File: src/sv/rrbm_pkg.sv
`timescale 1ns / 1ps

package rrbm_pkg;

	localparam int unsigned ROM_BANKS_DEF = 8;
	localparam int unsigned RAM_BANKS_DEF = 4;

	localparam int unsigned ROM_BANK_AW   = 14;
	localparam int unsigned RAM_BANK_AW   = 13;
	localparam int unsigned ROM_BANK_SIZE = 16384;
	localparam int unsigned RAM_BANK_SIZE = 8192;
	localparam int unsigned ROM_MAX_DEPTH = 131072;
	localparam int unsigned ROM_MAX_BANKS = 8;

	localparam logic [3:0] RAM_ENABLE_KEY = 4'hA;
	localparam logic [4:0] ROM_BANK_MASK  = 5'h1F;
	localparam logic [1:0] RAM_BANK_MASK  = 2'h3;
	localparam logic [7:0] DATA_ZERO      = 8'h00;

	typedef enum logic [1:0] {
		ACT_READ  = 2'd0,
		ACT_WRITE = 2'd1,
		ACT_LOAD  = 2'd2,
		ACT_NONE  = 2'd3
	} action_t;

	typedef enum logic [1:0] {
		ST_OK       = 2'd0,
		ST_RAM_OFF  = 2'd1,
		ST_UNMAPPED = 2'd2
	} status_t;

	typedef enum logic [1:0] {
		SRC_NONE = 2'd0,
		SRC_ROM  = 2'd1,
		SRC_RAM  = 2'd2
	} src_t;

	typedef enum logic {
		MAP_CLEAR = 1'b0,
		MAP_RUN   = 1'b1
	} map_state_t;

	typedef struct packed {
		action_t     action;
		logic [15:0] bus_address;
		logic [7:0]  write_data;
		logic [16:0] rom_offset;
	} req_t;

	// memory commands from the controller, addresses at their widest
	typedef struct packed {
		logic        rom_we;
		logic        rom_re;
		logic [16:0] rom_addr;
		logic        ram_we;
		logic        ram_re;
		logic [14:0] ram_addr;
		logic [7:0]  ram_wdata;
		src_t        src;
		status_t     status;
	} mem_cmd_t;

	typedef logic [31:0][4:0] mod_table_t;

	// remainder table for 5-bit values, built by subtraction at elaboration
	function automatic mod_table_t mod_table(input int unsigned n);
		mod_table_t t;
		int unsigned r;
		for (int i = 0; i < 32; i++) begin
			r = i;
			while (r >= n) begin
				r = r - n;
			end
			t[i] = 5'(r);
		end
		return t;
	endfunction

endpackage

File: src/sv/rrbm_ctrl.sv
`timescale 1ns / 1ps

module rrbm_ctrl #(
	parameter int unsigned ROM_BANKS = rrbm_pkg::ROM_BANKS_DEF,
	parameter int unsigned RAM_BANKS = rrbm_pkg::RAM_BANKS_DEF
) (
	input  logic               clk,
	input  logic               arst_n,
	input  logic               accept,
	input  rrbm_pkg::req_t     item,
	output logic               run,
	output rrbm_pkg::mem_cmd_t cmd
);

	localparam int unsigned ROM_USED  = (ROM_BANKS < rrbm_pkg::ROM_MAX_BANKS) ?
		ROM_BANKS : rrbm_pkg::ROM_MAX_BANKS;
	localparam int unsigned ROM_DEPTH = ROM_USED * rrbm_pkg::ROM_BANK_SIZE;
	localparam int unsigned RAM_DEPTH = RAM_BANKS * rrbm_pkg::RAM_BANK_SIZE;
	localparam int unsigned RAM_AW    = $clog2(RAM_DEPTH);
	localparam logic [RAM_AW-1:0] CLR_LAST = RAM_AW'(RAM_DEPTH - 1);

	localparam rrbm_pkg::mod_table_t ROM_MOD = rrbm_pkg::mod_table(ROM_BANKS);
	localparam rrbm_pkg::mod_table_t RAM_MOD = rrbm_pkg::mod_table(RAM_BANKS);

	rrbm_pkg::map_state_t state_q, state_d;
	logic [RAM_AW-1:0]    clr_q;
	logic                 ram_en_q;
	logic [4:0]           rom_bank_q;
	logic [1:0]           ram_bank_q;

	logic [15:0] a;
	logic        lo_rom, hi_rom, ram_win;
	logic [4:0]  rom_sel;
	logic [4:0]  rom_bank;
	logic [4:0]  ram_bank;
	logic        load_in_range;
	logic        reg_write;

	assign a             = item.bus_address;
	assign lo_rom        = (a[15:14] == 2'b00);
	assign hi_rom        = (a[15:14] == 2'b01);
	assign ram_win       = (a[15:13] == 3'b101);
	// a selection of zero counts as bank one
	assign rom_sel       = (rom_bank_q == 5'd0) ? 5'd1 : rom_bank_q;
	assign rom_bank      = ROM_MOD[rom_sel];
	assign ram_bank      = RAM_MOD[{3'b000, ram_bank_q}];
	assign load_in_range = ({1'b0, item.rom_offset} < 18'(ROM_DEPTH));
	assign reg_write     = accept && (item.action == rrbm_pkg::ACT_WRITE) && (lo_rom || hi_rom);
	assign run           = (state_q == rrbm_pkg::MAP_RUN);

	always_ff @(posedge clk or negedge arst_n) begin
		if (!arst_n) begin
			state_q <= rrbm_pkg::MAP_CLEAR;
			clr_q   <= '0;
		end else begin
			state_q <= state_d;
			if (state_q == rrbm_pkg::MAP_CLEAR) begin
				clr_q <= clr_q + 1'b1;
			end
		end
	end

	always_comb begin
		state_d = state_q;
		unique case (state_q)
			rrbm_pkg::MAP_CLEAR: begin
				if (clr_q == CLR_LAST) begin
					state_d = rrbm_pkg::MAP_RUN;
				end
			end
			rrbm_pkg::MAP_RUN: begin
				state_d = rrbm_pkg::MAP_RUN;
			end
		endcase
	end

	always_ff @(posedge clk or negedge arst_n) begin
		if (!arst_n) begin
			ram_en_q   <= 1'b0;
			rom_bank_q <= '0;
			ram_bank_q <= '0;
		end else if (reg_write) begin
			unique case (a[14:13])
				2'b00: ram_en_q   <= (item.write_data[3:0] == rrbm_pkg::RAM_ENABLE_KEY);
				2'b01: rom_bank_q <= item.write_data[4:0] & rrbm_pkg::ROM_BANK_MASK;
				2'b10: ram_bank_q <= item.write_data[1:0] & rrbm_pkg::RAM_BANK_MASK;
				2'b11: ; // banking mode select, ignored
			endcase
		end
	end

	always_comb begin
		cmd.rom_we    = 1'b0;
		cmd.rom_re    = 1'b0;
		cmd.rom_addr  = {3'b000, a[13:0]};
		cmd.ram_we    = 1'b0;
		cmd.ram_re    = 1'b0;
		cmd.ram_addr  = {ram_bank[1:0], a[12:0]};
		cmd.ram_wdata = item.write_data;
		cmd.src       = rrbm_pkg::SRC_NONE;
		cmd.status    = rrbm_pkg::ST_OK;
		unique case (item.action)
			rrbm_pkg::ACT_READ: begin
				if (lo_rom) begin
					cmd.rom_re = accept;
					cmd.src    = rrbm_pkg::SRC_ROM;
				end else if (hi_rom) begin
					cmd.rom_re   = accept;
					cmd.rom_addr = 17'({rom_bank, a[13:0]});
					cmd.src      = rrbm_pkg::SRC_ROM;
				end else if (ram_win) begin
					if (ram_en_q) begin
						cmd.ram_re = accept;
						cmd.src    = rrbm_pkg::SRC_RAM;
					end else begin
						cmd.status = rrbm_pkg::ST_RAM_OFF;
					end
				end else begin
					cmd.status = rrbm_pkg::ST_UNMAPPED;
				end
			end
			rrbm_pkg::ACT_WRITE: begin
				if (ram_win) begin
					if (ram_en_q) begin
						cmd.ram_we = accept;
					end else begin
						cmd.status = rrbm_pkg::ST_RAM_OFF;
					end
				end else if (!(lo_rom || hi_rom)) begin
					cmd.status = rrbm_pkg::ST_UNMAPPED;
				end
			end
			rrbm_pkg::ACT_LOAD: begin
				// image bytes beyond any reachable bank are dropped
				cmd.rom_we   = accept && load_in_range;
				cmd.rom_addr = item.rom_offset;
			end
			rrbm_pkg::ACT_NONE: ;
		endcase
		// clearing sweep owns the ram write port, no item is taken then
		if (state_q == rrbm_pkg::MAP_CLEAR) begin
			cmd.ram_we    = 1'b1;
			cmd.ram_addr  = 15'(clr_q);
			cmd.ram_wdata = rrbm_pkg::DATA_ZERO;
		end
	end

endmodule

File: config.mk
export PLATFORM = sky130hd
export DESIGN_NAME = rrbm_ctrl
export DESIGN_NICKNAME = d
export VERILOG_FILES = /design/src/sv/rrbm_pkg.sv /design/src/sv/rrbm_ctrl.sv
export SDC_FILE = /design/constraint.sdc
export NUM_CORES = 1
export LEC_CHECK = 0
export ABC_AREA = 1
export BUFFER_PORTS_ARGS = -buffer_cell sky130_fd_sc_hd__buf_2
export CORE_MARGIN = 1
export CORE_UTILIZATION = 45
export DETAILED_ROUTE_END_ITERATION = 8
export PLACE_DENSITY = 0.89
export SETUP_SLACK_MARGIN = 0.02
export SLEW_MARGIN = 20
export SYNTH_ARGS = -nofsm -noshare
export SYNTH_HDL_FRONTEND = slang
export SYNTH_SLANG_ARGS = --single-unit
File: constraint.sdc
create_clock -name clk -period 1.5 [get_ports clk]
set_clock_uncertainty 0.2 [all_clocks]
set_input_delay 0.15 -clock clk [delete_from_list [all_inputs] [get_ports clk]]
set_output_delay 0.15 -clock clk [all_outputs]
set_load 0.02 [all_outputs]
==> results of run 1 <==
[critical path: cells and delay by family, from the launching register on]
family | cells | cell delay (ps)
compound gates | 1 | 150
buf+inv | 2 | 340
flops | 1 | 490
[repair_timing]
action / CTS / global route
cloned: 0 / 1
resized for setup: 14 / 76
pin swaps: 1 / 2
endpoints found under the hold margin: 32 / 0
hold buffers: 7 / 0
setup buffers: 4 / 3
setup endpoints to repair: 29 / 48
[layout by cell type (no fill, tap or decap), drive strengths merged]
master / netlist / routed
ha: 1 / 1
dlygate4sd3: 0 / 7
nor3: 5 / 5
nor2: 23 / 23
clkinvlp: 0 / 2
a211oi: 1 / 1
o21bai: 1 / 1
o21ai: 27 / 27
xnor2: 1 / 1
dfrtp: 24 / 24
buf: 9 / 106
inv: 37 / 36
nand4: 4 / 4
a21oi: 1 / 1
nor3b: 1 / 1
clkbuf: 0 / 4
nand3: 15 / 15
xor2: 5 / 5
nand2: 114 / 114
o31ai: 1 / 1
[per-layer routing]
metal | part of all wire [%] | vias up | global-route usage, %
met5 | 0 | - | 0
li1 | - | 1054 | -
met4 | 2.9 | 0 | 11.6
met3 | 6.2 | 16 | 2.72
met2 | 50 | 95 | 45.7
met1 | 41 | 993 | 33.1
[worst min path at each step]
| stage | depth (start not counted) | from | endpoint | slack [ps] |
|---|---|---|---|---|
| after floorplan | 0 | arst_n | clr_q[0] | -350 |
| after global placement | 1 | arst_n | clr_q[4] | -40 |
| after detailed placement | 1 | arst_n | clr_q[4] | -40 |
| after CTS | 4 | item[38] | ram_en_q | 70 |
| after global routing | 4 | item[38] | ram_en_q | 120 |
| final | 4 | item[38] | ram_en_q | 90 |
[kinds of logic (layout without fill, tap and decap cells)]
family	Yosys count	count (layout)	synth area share [%]
AND/OR/NAND/NOR	162	162	40.1
flip-flops	24	24	35.2
adder cells (fa/ha/maj)	1	1	0.732
AO/OA/AOI/OAI	31	31	9.74
XOR/XNOR	6	6	3.08
buffers and inverters	46	155	11.1
[per-stage QoR]
| stage | power (mW) | instances | hold WS, ps | util, % |
|---|---|---|---|---|
| floorplan | 0.874 | 270 | -346 | - |
| global placement | 1.01 | 408 | -42.9 | 60.9 |
| detailed placement | 1.02 | 408 | -41.8 | 60.9 |
| CTS | 1.49 | 423 | 70.6 | 65.9 |
| global route | 1.57 | 427 | 121 | 72.6 |
| finish | 1.50 | 427 | 91.9 | 72.6 |
[flip-flops by register name, indices dropped and copies added, names as in the netlist]
name	count
ram_bank_q	2
ram_en_q	1
run	1
rom_bank_q	5
clr_q	15
[final cells by class]
cell class | count | area share [%]
multi-input combinational | 200 | 38.7
timing repair buffer | 113 | 28.5
inverter | 37 | 5.46
sequential | 24 | 22.6
timing repair inverter | 1 | 0.282
clock buffer | 4 | 2.07
tap | 48 | 2.26
[power by group through the flow]
stage,clock (mW),combinational [mW],sequential [mW]
2_1_floorplan,0,0.162,0.712
3_3_place_gp,0,0.297,0.716
3_5_place_dp,0,0.304,0.718
4_1_cts,0.451,0.339,0.702
5_1_grt,0.479,0.387,0.708
6_report,0.445,0.354,0.705
==> reports/summary.txt, run 1 <==
=====================================================================================
Final WL ...............................................................      5730 um
Pre-CTS worst setup slack ..............................................     -12.8 ps
Top post-synthesis cells by area ....................................... sky130_fd_sc_hd__dfrtp_1 (35%), sky130_fd_sc_hd__nand2_1 (25%), sky130_fd_sc_hd__inv_1 (7.5%)
Type of the worst setup path ........................................... flop to primary output
Starting density of the core ...........................................        46.7%
Synthesized netlist net count ..........................................          317
Portion of synthesized cell area occupied by the leading cell type .....        35.2%
Ordered list of cells on the worst path ................................ buf_12 > o21ai_1 > buf_4
Slack of the worst reg-to-reg path .....................................        40 ps
Core box area ..........................................................   3660 sq um
Worst Path Arrival .....................................................      1260 ps
Maximum level of the CTS H-tree ........................................            1
Number of enable-type register cells in the synthesized netlist ........            0
Setup TNS Final ........................................................     -1540 ps
Post-route DRC violation count .........................................            0
Storage element area ...................................................    602 sq um
Via count of the first global-routing pass .............................         1900
Synthesized area per cell ..............................................   6.33 sq um
Clock network fraction of design power .................................        29.6%
CP Data Required Time ..................................................      1150 ps
R2R cell count .........................................................            8
Count of cell types in the netlist .....................................           25
Count of antenna-violating nets left after detailed routing ............            0
RSZ-0062 raised after global routing ...................................         true
Most instantiated flip-flop cell in the synthesis netlist .............. sky130_fd_sc_hd__dfrtp_1
Final count of pins violating max slew .................................            0
Worst ir drop on vdd ...................................................     0.367 mV
Vias per cell ..........................................................         5.05
Yosys Warn Count .......................................................            0
Y dimension of the die .................................................      63.6 um
Total die area .........................................................   4050 sq um
CTS Root Cell .......................................................... sky130_fd_sc_hd__clkbuf_8
Clock-pin slew of the registers on the worst-case setup and hold paths .        90 ps
Multi-input logic area .................................................   1030 sq um
Register bit count reported by yosys ...................................           24
Proportion of synthesized chip area in sequential cells ................        35.2%
Source-to-sink clock delay at the later pin of the worst-skew pair .....       270 ps
Critical path's largest stage delay ....................................       490 ps
Layout overhead on the synthesized area ................................        55.6%
Critical Path Start Type ...............................................         flop
Number of diodes .......................................................            0
Power density over cell area ...........................................  566 nW/um^2
Net switching fraction of the power ....................................        29.4%
Number of DRC violations after detailed-routing iteration 0 ............          124
Post-layout net count ..................................................          427
Worst-case setup margin in the final layout ............................      -109 ps
HPWL reported at the end of detailed placement .........................      3780 um
Fin. Hold Viols ........................................................            0
Crit Path Max Fanout ...................................................           21
Overall overflow remaining after global route ..........................            0
Worst Tran Pin Value ...................................................       527 ps
Share of cells above drive strength 1 ..................................        38.8%
Static Leak ............................................................      1.56 nW
Worst r2r src ..........................................................     clr_q[1]
Number of buffers created by CTS .......................................            3
Finished layout cell area ..............................................   2660 sq um
Min-Delay Path Class ................................................... input port to flop
Max-capacitance violation count ........................................            0
All-layer global routing usage .........................................        26.5%
Post-detailed-route wirelength per cell ................................      13.4 um
Final cycle utilization of the critical path ...........................         107%
Cell with the most instances after synthesis ........................... sky130_fd_sc_hd__nand2_1
Maximum number of pins on one net before global-route repair ...........           25
Post-route minimum period ..............................................      1610 ps
Post-DP Area ...........................................................   2230 sq um
Sequential power share .................................................        46.9%
Total number of vias ...................................................         2158
Termination of the worst setup path ....................................      cmd[19]
Floorplan die width ....................................................      63.6 um
Site Rows ..............................................................           22
Library cell occupying the most area in the post-synthesis netlist ..... sky130_fd_sc_hd__dfrtp_1
Setup-failing EPs final ................................................           25
Number of clock sinks ..................................................           24
Launching element of the worst setup path ..............................          run
Reg-to-Reg End .........................................................    clr_q[12]
Port buffer count ......................................................           94
Detailed-router iteration count before antenna repair ..................            4
Routability-driven placement congestion ratio ..........................        0.913
Clock tree from TritonCTS ..............................................          yes
Fillcell total .........................................................          279
Commonest cells in the netlist ......................................... sky130_fd_sc_hd__nand2_1 (113), sky130_fd_sc_hd__inv_1 (34), sky130_fd_sc_hd__dfrtp_1 (24), sky130_fd_sc_hd__o21ai_0 (24), sky130_fd_sc_hd__nor2_1 (17)
Internal Pwr Total .....................................................      1.06 mW
I/O pin total ..........................................................           95
Global-route wire length before repair .................................      8340 um
CTS max path bufs ......................................................            2
Total net switching power ..............................................     0.443 mW
CP endpoint kind ....................................................... primary output
Part of the power in combinational logic ...............................        23.6%
Number of antenna violations at the first check in global routing ......            0
Async set-reset flop share out of synthesis ............................         100%
Max frequency ..........................................................      622 MHz
Post-synthesis cell count ..............................................          270
Outcome ................................................................ complete, but fails checks
Worst max-slew margin expressed relative to the limit ..................        64.9%
Post-synthesis cell area ...............................................   1710 sq um
Max stage delay cell, worst path ....................................... sky130_fd_sc_hd__dfrtp_2
Violations in the final reports ........................................ setup timing
=====================================================================================
No activity file was read; power rests on OpenSTA's default activity.
==> run 2, diff against run 1 <==
Settings changed: BUFFER_PORTS_ARGS -buffer_cell sky130_fd_sc_hd__buf_2 to unset, CORE_ASPECT_RATIO set to 1.4, CORE_UTILIZATION 45 to 63, DONT_BUFFER_PORTS set to 1, GPL_TIMING_DRIVEN set to 0, PLACE_DENSITY 0.89 to 0.87.
==> run 2 against run 1 <==
  * The flow now stops in global routing (5_1_grt)
  * Synthesized cell count is the same
  * Area after synthesis is the same
==> reports/summary.txt, run 2 <==
==================================================================================
Floorplan die width .................................................      46.0 um   -28%
Y dimension of the die ..............................................      63.6 um   unchanged
Number of enable-type register cells in the synthesized netlist .....            0   unchanged
Maximum number of pins on one net before global-route repair ........           25
CTS max path bufs ...................................................            2   unchanged
Synthesized netlist net count .......................................          317   unchanged
Yosys Warn Count ....................................................            0   unchanged
Number of buffers created by CTS ....................................            3   unchanged
Async set-reset flop share out of synthesis .........................         100%   unchanged
All-layer global routing usage ......................................        86.2%
CTS Root Cell ....................................................... sky130_fd_sc_hd__clkbuf_4
Count of cell types in the netlist ..................................           25   unchanged
HPWL reported at the end of detailed placement ......................      3300 um   -13%
Maximum level of the CTS H-tree .....................................            1   unchanged
Endpoint with the least setup slack after the last repair ...........      cmd[21]
Most instantiated flip-flop cell in the synthesis netlist ........... sky130_fd_sc_hd__dfrtp_1
Post-synthesis cell count ...........................................          270   unchanged
Port buffer count ...................................................            0   -100%
Post-placement cell count ...........................................          306   -25%
I/O pin total .......................................................           95   unchanged
Pre-CTS worst setup slack ...........................................      -253 ps   -240 ps
Post-DP Area ........................................................   1760 sq um   -21%
Starting density of the core ........................................        66.0%   +19 points
Proportion of synthesized chip area in sequential cells .............        35.2%   unchanged
Top post-synthesis cells by area .................................... sky130_fd_sc_hd__dfrtp_1 (35%), sky130_fd_sc_hd__nand2_1 (25%), sky130_fd_sc_hd__inv_1 (7.5%)
Portion of synthesized cell area occupied by the leading cell type ..        35.2%   unchanged
Pin category terminating the worst setup path after the last repair . top-level output
Stop err ............................................................ [ERROR GRT-0232] Routing congestion too high. Check the congestion heatmap in the GUI.
Routability-driven placement congestion ratio .......................        0.843   -7.7%
Register bit count reported by yosys ................................           24   unchanged
Post-synthesis cell area ............................................   1710 sq um   unchanged
Overall overflow remaining after global route .......................          141
Library cell occupying the most area in the post-synthesis netlist .. sky130_fd_sc_hd__dfrtp_1
Site Rows ...........................................................           22   unchanged
Commonest cells in the netlist ...................................... sky130_fd_sc_hd__nand2_1 (113), sky130_fd_sc_hd__inv_1 (34), sky130_fd_sc_hd__dfrtp_1 (24), sky130_fd_sc_hd__o21ai_0 (24), sky130_fd_sc_hd__nor2_1 (17)
Synthesized area per cell ...........................................   6.33 sq um   unchanged
Stage where the run ended ........................................... global routing (5_1_grt)
Number of clock sinks ...............................................           24   unchanged
Cell with the most instances after synthesis ........................ sky130_fd_sc_hd__nand2_1
Outcome ............................................................. did not finish
==================================================================================
## run 2: kinds of logic after synthesis
family,count (synthesis),share of synthesized area [%]
xor+xnor,6,3.08
fa+ha+maj,1,0.732
buf+inv,46,11.1
flops,24,35.2
simple gates,162,40.1
compound gates,31,9.74
## run 2: layer usage
metal	global-route usage, %	overflow
met5	2.22	0
met4	106	58
met3	48.1	1
met2	109	82
met1	84.2	0
## run 2: per-stage QoR
stage / utilization, % / hold WS, ps
3_3_place_gp: 67.9 / -345
3_5_place_dp: 67.9 / -345
4_1_cts: 90.1 / 143
2_1_floorplan: - / -346
## run 2: what timing repair did
action / 4_1_cts
buffers inserted: 9
hold buffers: 13
gates cloned: 1
endpoints found under the setup margin: 34
endpoints found under the hold margin: 32
gates resized for setup: 98
pin swaps: 16
==> run 3, diff against run 2 <==
Settings changed: CORE_ASPECT_RATIO 1.4 to unset, CORE_UTILIZATION 63 to 40, PLACE_DENSITY 0.87 to unset, PLACE_DENSITY_LB_ADDON set to 0.15, SETUP_SLACK_MARGIN 0.02 to unset.
==> run 3 against run 2 <==
  * The flow now finishes, with violations (setup timing)
==> reports/summary.txt, run 3 (synthesis gave the netlist of run 1 again) <==
=====================================================================================
Number of clock sinks ..................................................           24   unchanged
Family of cells with the greatest summed delay on the critical path ....   flip-flops
Critical path's largest stage delay ....................................       470 ps
I/O pin total ..........................................................           95   unchanged
Most frequent cells in the layout ...................................... sky130_fd_sc_hd__nand2_1 (99), sky130_fd_sc_hd__inv_1 (26), sky130_fd_sc_hd__dfrtp_1 (21)
Post-DP Area ...........................................................   1770 sq um   +0.78%
Final Total Pwr ........................................................      1.54 mW
CP endpoint kind ....................................................... primary output
Final WL ...............................................................      4970 um
Total die area .........................................................   4540 sq um
Worst Path Arrival .....................................................      1310 ps
Flip-flop count of the largest register, all copies and words added ....           15
Via count of the first global-routing pass .............................         1619
Post-detailed-route wirelength per cell ................................      14.3 um
Critical Path Start Type ...............................................         flop
Worst ir drop on vdd ...................................................     0.520 mV
Number of diodes .......................................................            0
Most flop-heavy register ...............................................        clr_q
Registers with the highest flip-flop counts ............................ clr_q x15, rom_bank_q x5, ram_bank_q x2
Fin. Hold Viols ........................................................            0
Post-route DRC violation count .........................................            0
Number of buffers created by CTS .......................................            3   unchanged
Worst r2r src ..........................................................     clr_q[1]
Buf/Inv on CP ..........................................................            2
Floorplan die width ....................................................      67.3 um   +46%
Detailed-router iteration count before antenna repair ..................            4
Maximum number of pins on one net before global-route repair ...........           25
Max frequency ..........................................................      604 MHz
Fillcell total .........................................................          359
Power density over cell area ...........................................  638 nW/um^2
Max stage delay cell, worst path ....................................... sky130_fd_sc_hd__dfrtp_2
CTS Root Cell .......................................................... sky130_fd_sc_hd__clkbuf_8
Clock-pin slew of the registers on the worst-case setup and hold paths .        90 ps
Ordered list of cells on the worst path ................................ buf_8 > buf_6 > o21ai_4
Crit Path Max Fanout ...................................................           10
Starting density of the core ...........................................        42.1%   -24 points
Routability-driven placement congestion ratio ..........................        0.805   -4.5%
HPWL reported at the end of detailed placement .........................      3530 um   +6.9%
Post-layout net count ..................................................          345
Clock tree from TritonCTS ..............................................          yes
Share of cells above drive strength 1 ..................................        30.0%
All-layer global routing usage .........................................        22.6%
RSZ-0062 raised after global routing ...................................         true
Start point of the worst hold path .....................................       accept
Final cycle utilization of the critical path ...........................         110%
Number of DRC violations after detailed-routing iteration 0 ............          112
Violations in the final reports ........................................ setup timing
Y dimension of the die .................................................      67.3 um   +5.9%
Count of antenna-violating nets left after detailed routing ............            0
Worst Tran Pin Value ...................................................       663 ps
Finished layout cell area ..............................................   2420 sq um
Number of antenna violations at the first check in global routing ......            0
Worst max-slew margin expressed relative to the limit ..................        55.5%
Leading cell type in the layout, fill and taps excluded ................ sky130_fd_sc_hd__nand2_1
Max-capacitance violation count ........................................            0
Outcome ................................................................ complete, but fails checks
CP Data Required Time ..................................................      1150 ps
Global-route wire length before repair .................................      7530 um
Source-to-sink clock delay at the later pin of the worst-skew pair .....       280 ps
Pre-CTS worst setup slack ..............................................      -272 ps   -19.1 ps
Port buffer count ......................................................            0   unchanged
CTS max path bufs ......................................................            2   unchanged
Overall overflow remaining after global route ..........................            0
Min-Delay Path Class ................................................... input port to flop
Maximum level of the CTS H-tree ........................................            1   unchanged
Final count of pins violating max slew .................................            0
Vias per cell ..........................................................         5.07
Launching element of the worst setup path ..............................          run
Setup-failing EPs final ................................................           29
Total number of vias ...................................................         1759
Static Leak ............................................................      1.18 nW
Post-route minimum period ..............................................      1660 ps
Core box area ..........................................................   4060 sq um
Worst-case setup margin in the final layout ............................      -156 ps
Layout overhead on the synthesized area ................................        41.6%
Type of the worst setup path ........................................... flop to primary output
Site Rows ..............................................................           23   +4.5%
=====================================================================================
==> run 3: path summary, 6_finish.rpt <==
kind | endpoint | slack, ps | depth (start not counted)
hold reg to reg | ram_bank_q[0] | 280 | 2
max in group asynchronous | ram_en_q | 830 | 2
setup reg to reg | clr_q[12] | -40 | 8
setup / recovery | cmd[15] | -160 | 3
min in group asynchronous | clr_q[6] | 100 | 2
hold / removal | rom_bank_q[1] | 3 | 4
==> run 3: stage by stage <==
| stage | util [%] | hold slack (ps) | cells | TNS (ps) |
|---|---|---|---|---|
| 2_1_floorplan | - | -346 | 270 | -1160 |
| 3_3_place_gp | 43.6 | -344 | 320 | -2900 |
| 3_5_place_dp | 43.6 | -344 | 320 | -2870 |
| 4_1_cts | 56.4 | 1.48 | 341 | -2660 |
| 5_1_grt | 59.6 | 19.1 | 347 | -4670 |
| 6_report | 59.6 | 2.82 | 347 | -2820 |
==> run 3: timing repair <==
item,CTS,global route
gates resized for setup,85,24
setup endpoints to repair,31,36
hold buffers,14,0
gates cloned,0,0
endpoints found under the hold margin,32,0
buffers inserted,3,6
pin swaps,15,9
==> run 3: tightest hold or removal path: cells and delay by family <==
kind,cells,cell delay (ps)
buffers and inverters,1,80
AND/OR/NAND/NOR,3,210
==> run 3: metal layers <==
layer | track usage [%] | vias up | wire [um]
met2 | 38.8 | 54 | 2540
li1 | - | 892 | -
met5 | 0 | - | 0
met3 | 5.07 | 5 | 284
met4 | 8.24 | 0 | 58
met1 | 27.4 | 808 | 2080
==> run 3: layout make-up <==
| type | count | area, sq um | share of cell area [%] |
|---|---|---|---|
| Sequential cell | 24 | 604 | 25.0 |
| Multi-Input combinational cell | 200 | 1210 | 50.1 |
| Timing Repair Buffer | 23 | 221 | 9.16 |
| Inverter | 37 | 144 | 5.95 |
| Tap cell | 50 | 62.6 | 2.59 |
| Clock inverter | 1 | 30.0 | 1.24 |
| Clock buffer | 3 | 41.3 | 1.71 |
| Buffer | 9 | 104 | 4.29 |
==> run 3: report_power, final <==
| part | switching (mW) | internal [mW] |
|---|---|---|
| Combinational | 0.165 | 0.0868 |
| Sequential | 0.0271 | 0.683 |
| Clock | 0.225 | 0.358 |
